<file path="src/rtl/orf_ram.sv">
// Generic single-port-write, single-port-read RAM with registered read data.
module orf_ram #(
   parameter int WIDTH = 8,
   parameter int DEPTH = 16
) (
   input  logic                     clock,
   input  logic                     wr_en,
   input  logic [$clog2(DEPTH)-1:0] wr_addr,
   input  logic [WIDTH-1:0]         wr_data,
   input  logic [$clog2(DEPTH)-1:0] rd_addr,
   output logic [WIDTH-1:0]         rd_data_ff
);

   logic [WIDTH-1:0] mem_ff [DEPTH];

   always_ff @(posedge clock) begin
      if (wr_en) begin
         mem_ff[wr_addr] <= wr_data;
      end
      rd_data_ff <= mem_ff[rd_addr];
   end

endmodule

</file>
<file path="config.mk">
export PLATFORM = sky130hd
export DESIGN_NAME = orf_ram
export DESIGN_NICKNAME = d
export VERILOG_FILES = /design/src/rtl/orf_ram.sv
export SDC_FILE = /design/constraint.sdc
export NUM_CORES = 1
export LEC_CHECK = 0
export BUFFER_PORTS_ARGS = -buffer_cell sky130_fd_sc_hd__buf_2
export CAP_MARGIN = 30
export CORE_MARGIN = 1.5
export CORE_UTILIZATION = 40
export CTS_CLUSTER_DIAMETER = 80
export CTS_CLUSTER_SIZE = 25
export DETAILED_ROUTE_END_ITERATION = 10
export PLACE_DENSITY = 0.64
export SYNTH_ARGS = -nofsm -noshare
export SYNTH_HDL_FRONTEND = slang
export SYNTH_SLANG_ARGS = --single-unit
</file>
<file path="constraint.sdc">
create_clock -name clock -period 1.5 [get_ports clock]
set_input_delay 0.075 -clock clock [delete_from_list [all_inputs] [get_ports clock]]
set_output_delay 0.075 -clock clock [all_outputs]
set_load 0.05 [all_outputs]
</file>
==> results of run 1 <==
[worst paths after layout]
check | from | endpoint | slack [ns] | depth (start not counted)
worst min register to register | mem_ff[15][6] | rd_data_ff[6] | 0.67 | 3
worst max-delay path | mem_ff[1][3] | rd_data_ff[3] | 0.16 | 3
worst max register to register | mem_ff[1][3] | rd_data_ff[3] | 0.16 | 3
worst min-delay path | wr_data[7] | mem_ff[6][7] | 0.05 | 1
[flip-flops by register name, summed over array words and instances (netlist names)]
name,count
mem_ff,128
rd_data_ff,8
[cell usage after synthesis]
master           instances  area (um2)
edfxtp_1               128        3844
mux4_2                  18       405.4
a22oi_1                 16       120.1
mux4_1                  14       367.9
nor2_1                  13       48.80
nand2_1                  9       33.78
dfxtp_1                  8       160.2
nor3_1                   4       20.02
buf_2                    3       15.01
buf_6                    3       33.78
clkdlybuf4s25_2          3       30.03
nand2b_1                 2       12.51
nand3b_1                 2       15.01
and2_1                   1       6.260
and2b_1                  1       7.510
buf_4                    1       7.510
nand3_1                  1       5.000
nor2b_1                  1       6.260
or3b_2                   1       8.760
[layer usage]
metal | track usage, % | routed length (um)
met1 | 20.19 | 4234
met3 | 3.996 | 387
met4 | 6.585 | 157
met2 | 26.00 | 4764
met5 | 0 | 0
[logic make-up after synthesis]
family                 Yosys count  synth area share, %
AO/OA/AOI/OAI                   16                2.334
buffers and inverters           10                1.677
flip-flops                     136                77.78
multiplexers                    32                15.02
AND/OR/NAND/NOR                 35                3.184
[through the flow]
stage | hold slack, ns | setup WS (ns)
after detailed placement | 0.4717 | 0.001263
after CTS | 0.04855 | 0.1651
after global routing | 0.06312 | 0.08612
after global placement | 0.4643 | -0.02186
final | 0.05222 | 0.1573
after floorplan | 0.1739 | 0.1589
[where the power goes]
part	switching (mW)	leakage, nW	internal, mW	total [mW]
Sequential	0.0275	1.22	4.25	4.28
Clock	1.44	0.300	2.82	4.26
Combinational	0.301	0.596	0.178	0.480
Total	1.77	2.12	7.25	9.02
[critical path: stages (launching register included)]
cell,delay (ns)
edfxtp_1,0.35
mux4_1,0.51
a22oi_1,0.26
nand2_1,0.10
[layout make-up]
type | count | area share (%)
flip-flops and latches | 136 | 64.32
clock buffers | 20 | 7.176
multi-input cells | 83 | 17.07
well taps | 172 | 3.457
repair buffers | 46 | 5.146
clock inverters | 12 | 2.834
==> reports/summary.txt, run 1 <==
RSZ-0062 raised after global routing: no
fraction of layout cells with a size suffix above 1: 32.32%
most frequent cells in the layout: edfxtp_1 (128), buf_2 (25), mux4_2 (18), buf_4 (18), clkbuf_16 (17)
Post-DP Area: 5602 um2
Yosys reg bits: 136
fmax: 744.8 MHz
CTS tree: built
fin crit period: 1.343 ns
Avg Cell Area, Syn: 22.48 um2
DR vias/cell: 5.173
post-CTS sizing: 0
first-pass GRT wire length: 14.76 mm
final slew viol count: 0
Fill cells: 985
Worst Path Max Fanout: 1
clk_skew: 0.009546 ns
status: complete, no violations
Initial Util: 40.96%
Hold Vio Cnt, Final: 0
die width: 116.4 um
I/O pins: 26
Crit path arrival time: 1.62 ns
number of port buffers: 25
Max-slew headroom: 53.25%
yosys warns: 0
placed cells: 437
final WL: 9.543 mm
crit path kind: reg -> reg
combined area of the multi-input logic cells: 1062 um2
clk sinks: 136
clock slew at reported path FFs: 0.05 ns
DRC: 0
Core ar.: 12570 um2
MaxCap Viol Count: 0
commonest non-fill, non-tap cell in the layout: edfxtp_1
initial antenna violation count: 0
distinct cell type count after synthesis: 19
Finished Layout Cells: 469
# setup viols final: 0
area delta synth->final: 20.93%
Mapped Cells: 229
Leak: 2.120 nW
Crit. End Element: register
Root Buffer: clkbuf_16
Die Ht: 116.4 um
DR iter-0 viols: 200
WP data required: 1.78 ns
Clock Tree Buf Depth: 2
post-route design area: 6225 um2
Final Cycle Share: 89.51%
detailed-route via count: 2426
Core Rows: 41
Fin Setup TNS: 0 ns
Die ar.: 13560 um2
GRT Total Usage: 15.80%
post-layout util: 49.53%
WL/cell: 20.35 um
drt pass-1 iters: 4
GRT overflow: 0
ANT cells: 0
Post-CTS Setup Inserts: 0
Overall Power: 9.023 mW
syn_nets: 247
FF/Latch Area: 4004 um2
ANT nets after route: 0
Final Wtd Congestion: 0.7055
CTS hold repair buffers: 0
H-tree Lvls: 4
largest net degree at the start of global routing: 33
Worst-Margin Slew: 0.6987 ns
clk_lat worst skew: 0.41 ns
dpl hpwl: 6.186 mm
number of global-route vias before repair: 2550
TritonCTS Buffers: 17
Final #Nets: 302
post-synthesis cell area: 5147 um2
Seq/Total Area, Yosys: 77.78%
PwrDens: 1449 nW/um2
Max VDD drop: 0.8425 mV
Hold Crit Class: in -> reg
crit start category: register
No activity file was read; power rests on OpenSTA's default activity.
==> run 2, diff against run 1 <==
Settings changed: GPL_ROUTABILITY_DRIVEN set to 0, HOLD_SLACK_MARGIN set to 0.15, RECOVER_POWER set to 25.
==> reports/summary.txt, run 2 (synthesized netlist as in run 1, its figures left out) <==
CTS tree: built
PwrDens: 1440 nW/um2 (-0.68%)
GRT met1 Usage: 20.41% (+0.21 points)
clk_lat worst skew: 0.41 ns (about the same)
Core ar.: 12570 um2 (unchanged)
clk sinks: 136 (unchanged)
Leak: 2.112 nW (-0.34%)
Finished Layout Cells: 477 (+1.7%)
MaxCap Viol Count: 0 (unchanged)
Crit. End Element: register
Clock Tree Buf Depth: 2 (unchanged)
status: complete, no violations
GRT Total Usage: 15.80% (unchanged)
global-route met3 utilization: 3.736% (-0.26 points)
Final #Nets: 310 (+2.6%)
initial antenna violation count: 0 (unchanged)
Initial Util: 40.96% (unchanged)
worst reg-to-reg path cell count: 3 (unchanged)
post-layout util: 49.92% (+0.39 points)
number of flip-flops in the largest register: 128 (unchanged)
met2 global-route usage: 25.96% (-0.039 points)
clock slew at reported path FFs: 0.06 ns (about the same)
post-CTS sizing: 0 (unchanged)
area delta synth->final: 21.88%
fin crit period: 1.324 ns (-0.01896 ns)
commonest non-fill, non-tap cell in the layout: edfxtp_1
largest net degree at the start of global routing: 33 (unchanged)
most frequent cells in the layout: edfxtp_1 (128), buf_2 (21), mux4_2 (18), clkbuf_16 (17), a22oi_1 (16)
Crit path arrival time: 1.60 ns (-0.02 ns)
RSZ-0062 raised after global routing: no
detailed-route via count: 2421 (-0.21%)
Max VDD drop: 0.8393 mV (-0.37%)
final slew viol count: 0 (unchanged)
crit start category: register
fraction of layout cells with a size suffix above 1: 27.87% (-4.5 points)
largest register by flop count: mem_ff
ANT nets after route: 0 (unchanged)
Hold Crit Class: in -> reg
WP data required: 1.78 ns (about the same)
DR iter-0 viols: 194 (-3.0%)
WL/cell: 19.96 um (-1.9%)
top flop regs: mem_ff: 128 flops, rd_data_ff: 8 flops
Post-CTS Setup Inserts: 0 (unchanged)
# setup viols final: 0 (unchanged)
number of global-route vias before repair: 2581 (+1.2%)
Worst Path Max Fanout: 1 (unchanged)
Hold Vio Cnt, Final: 0 (unchanged)
Worst-Margin Slew: 0.6809 ns (-0.01776 ns)
Die Ht: 116.4 um (unchanged)
H-tree Lvls: 4 (unchanged)
die width: 116.4 um (unchanged)
number of port buffers: 25 (unchanged)
Root Buffer: clkbuf_16
final WL: 9.523 mm (-0.21%)
Core Rows: 41 (unchanged)
TritonCTS Buffers: 17 (unchanged)
most crowded layer after global routing: met2
first-pass GRT wire length: 14.79 mm (+0.18%)
crit path kind: reg -> reg
Die ar.: 13560 um2 (unchanged)
CTS hold repair buffers: 8 (+8)
Cells on Worst Hold Path: 3 (+2)
I/O pins: 26 (unchanged)
placed cells: 437 (unchanged)
DRC: 0 (unchanged)
clk_skew: 0.01162 ns (+0.002069 ns)
DR vias/cell: 5.075 (-1.9%)
GRT overflow: 0 (unchanged)
drt pass-1 iters: 4 (unchanged)
dpl hpwl: 6.186 mm (unchanged)
ANT cells: 0 (unchanged)
Final Cycle Share: 88.25% (-1.3 points)
fmax: 755.5 MHz (+1.4%)
Max-slew headroom: 54.44% (+1.2 points)
## run 2: through the flow
step | hold slack (ns) | cell area (um2) | total power, mW | TNS [ns] | worst slack (ns)
3_3_place_gp | 0.4643 | 5602 | 4.831 | -0.03289 | -0.02186
2_1_floorplan | 0.1739 | 5152 | 4.651 | 0 | 0.1589
6_report | 0.2411 | 6274 | 9.031 | 0 | 0.1763
4_1_cts | 0.2266 | 6305 | 9.101 | 0 | 0.1651
5_1_grt | 0.2493 | 6274 | 9.273 | 0 | 0.08614
3_5_place_dp | 0.4717 | 5602 | 4.840 | 0 | 0.001263
## run 2: where the power goes
part           internal (mW)  switching [mW]  leakage (nW)
Combinational          0.188           0.302         0.589
Clock                   2.82            1.44         0.300
Sequential              4.25          0.0274          1.22
Total                   7.26            1.77          2.11
## run 2: worst max-delay path: stages (launching register included)
cell and delay, ns:
edfxtp_1 0.35, mux4_1 0.51, a22oi_1 0.24, nand2_1 0.09
## run 2: final timing paths
kind | startpoint | endpoint | slack (ns)
max | mem_ff[1][3] | rd_data_ff[3] | 0.18
min | wr_addr[1] | mem_ff[0][3] | 0.24
max reg2reg | mem_ff[1][3] | rd_data_ff[3] | 0.18
min reg2reg | mem_ff[15][6] | rd_data_ff[6] | 0.67
## run 2: per-layer routing
layer  up-vias  wire, um
li1       1101         -
met1      1238      4048
met2        75      4828
met3         7       555
met4         0        91
met5         -         0
## run 2: final cells by class
| cell class | instances | area [um2] |
|---|---|---|
| tap | 172 | 215.2 |
| fill | 994 | 6295 |
| timing repair buffer | 54 | 369.1 |
| sequential | 136 | 4004 |
| multi-input combinational | 83 | 1062 |
| clock buffer | 20 | 446.7 |
| clock inverter | 12 | 176.4 |
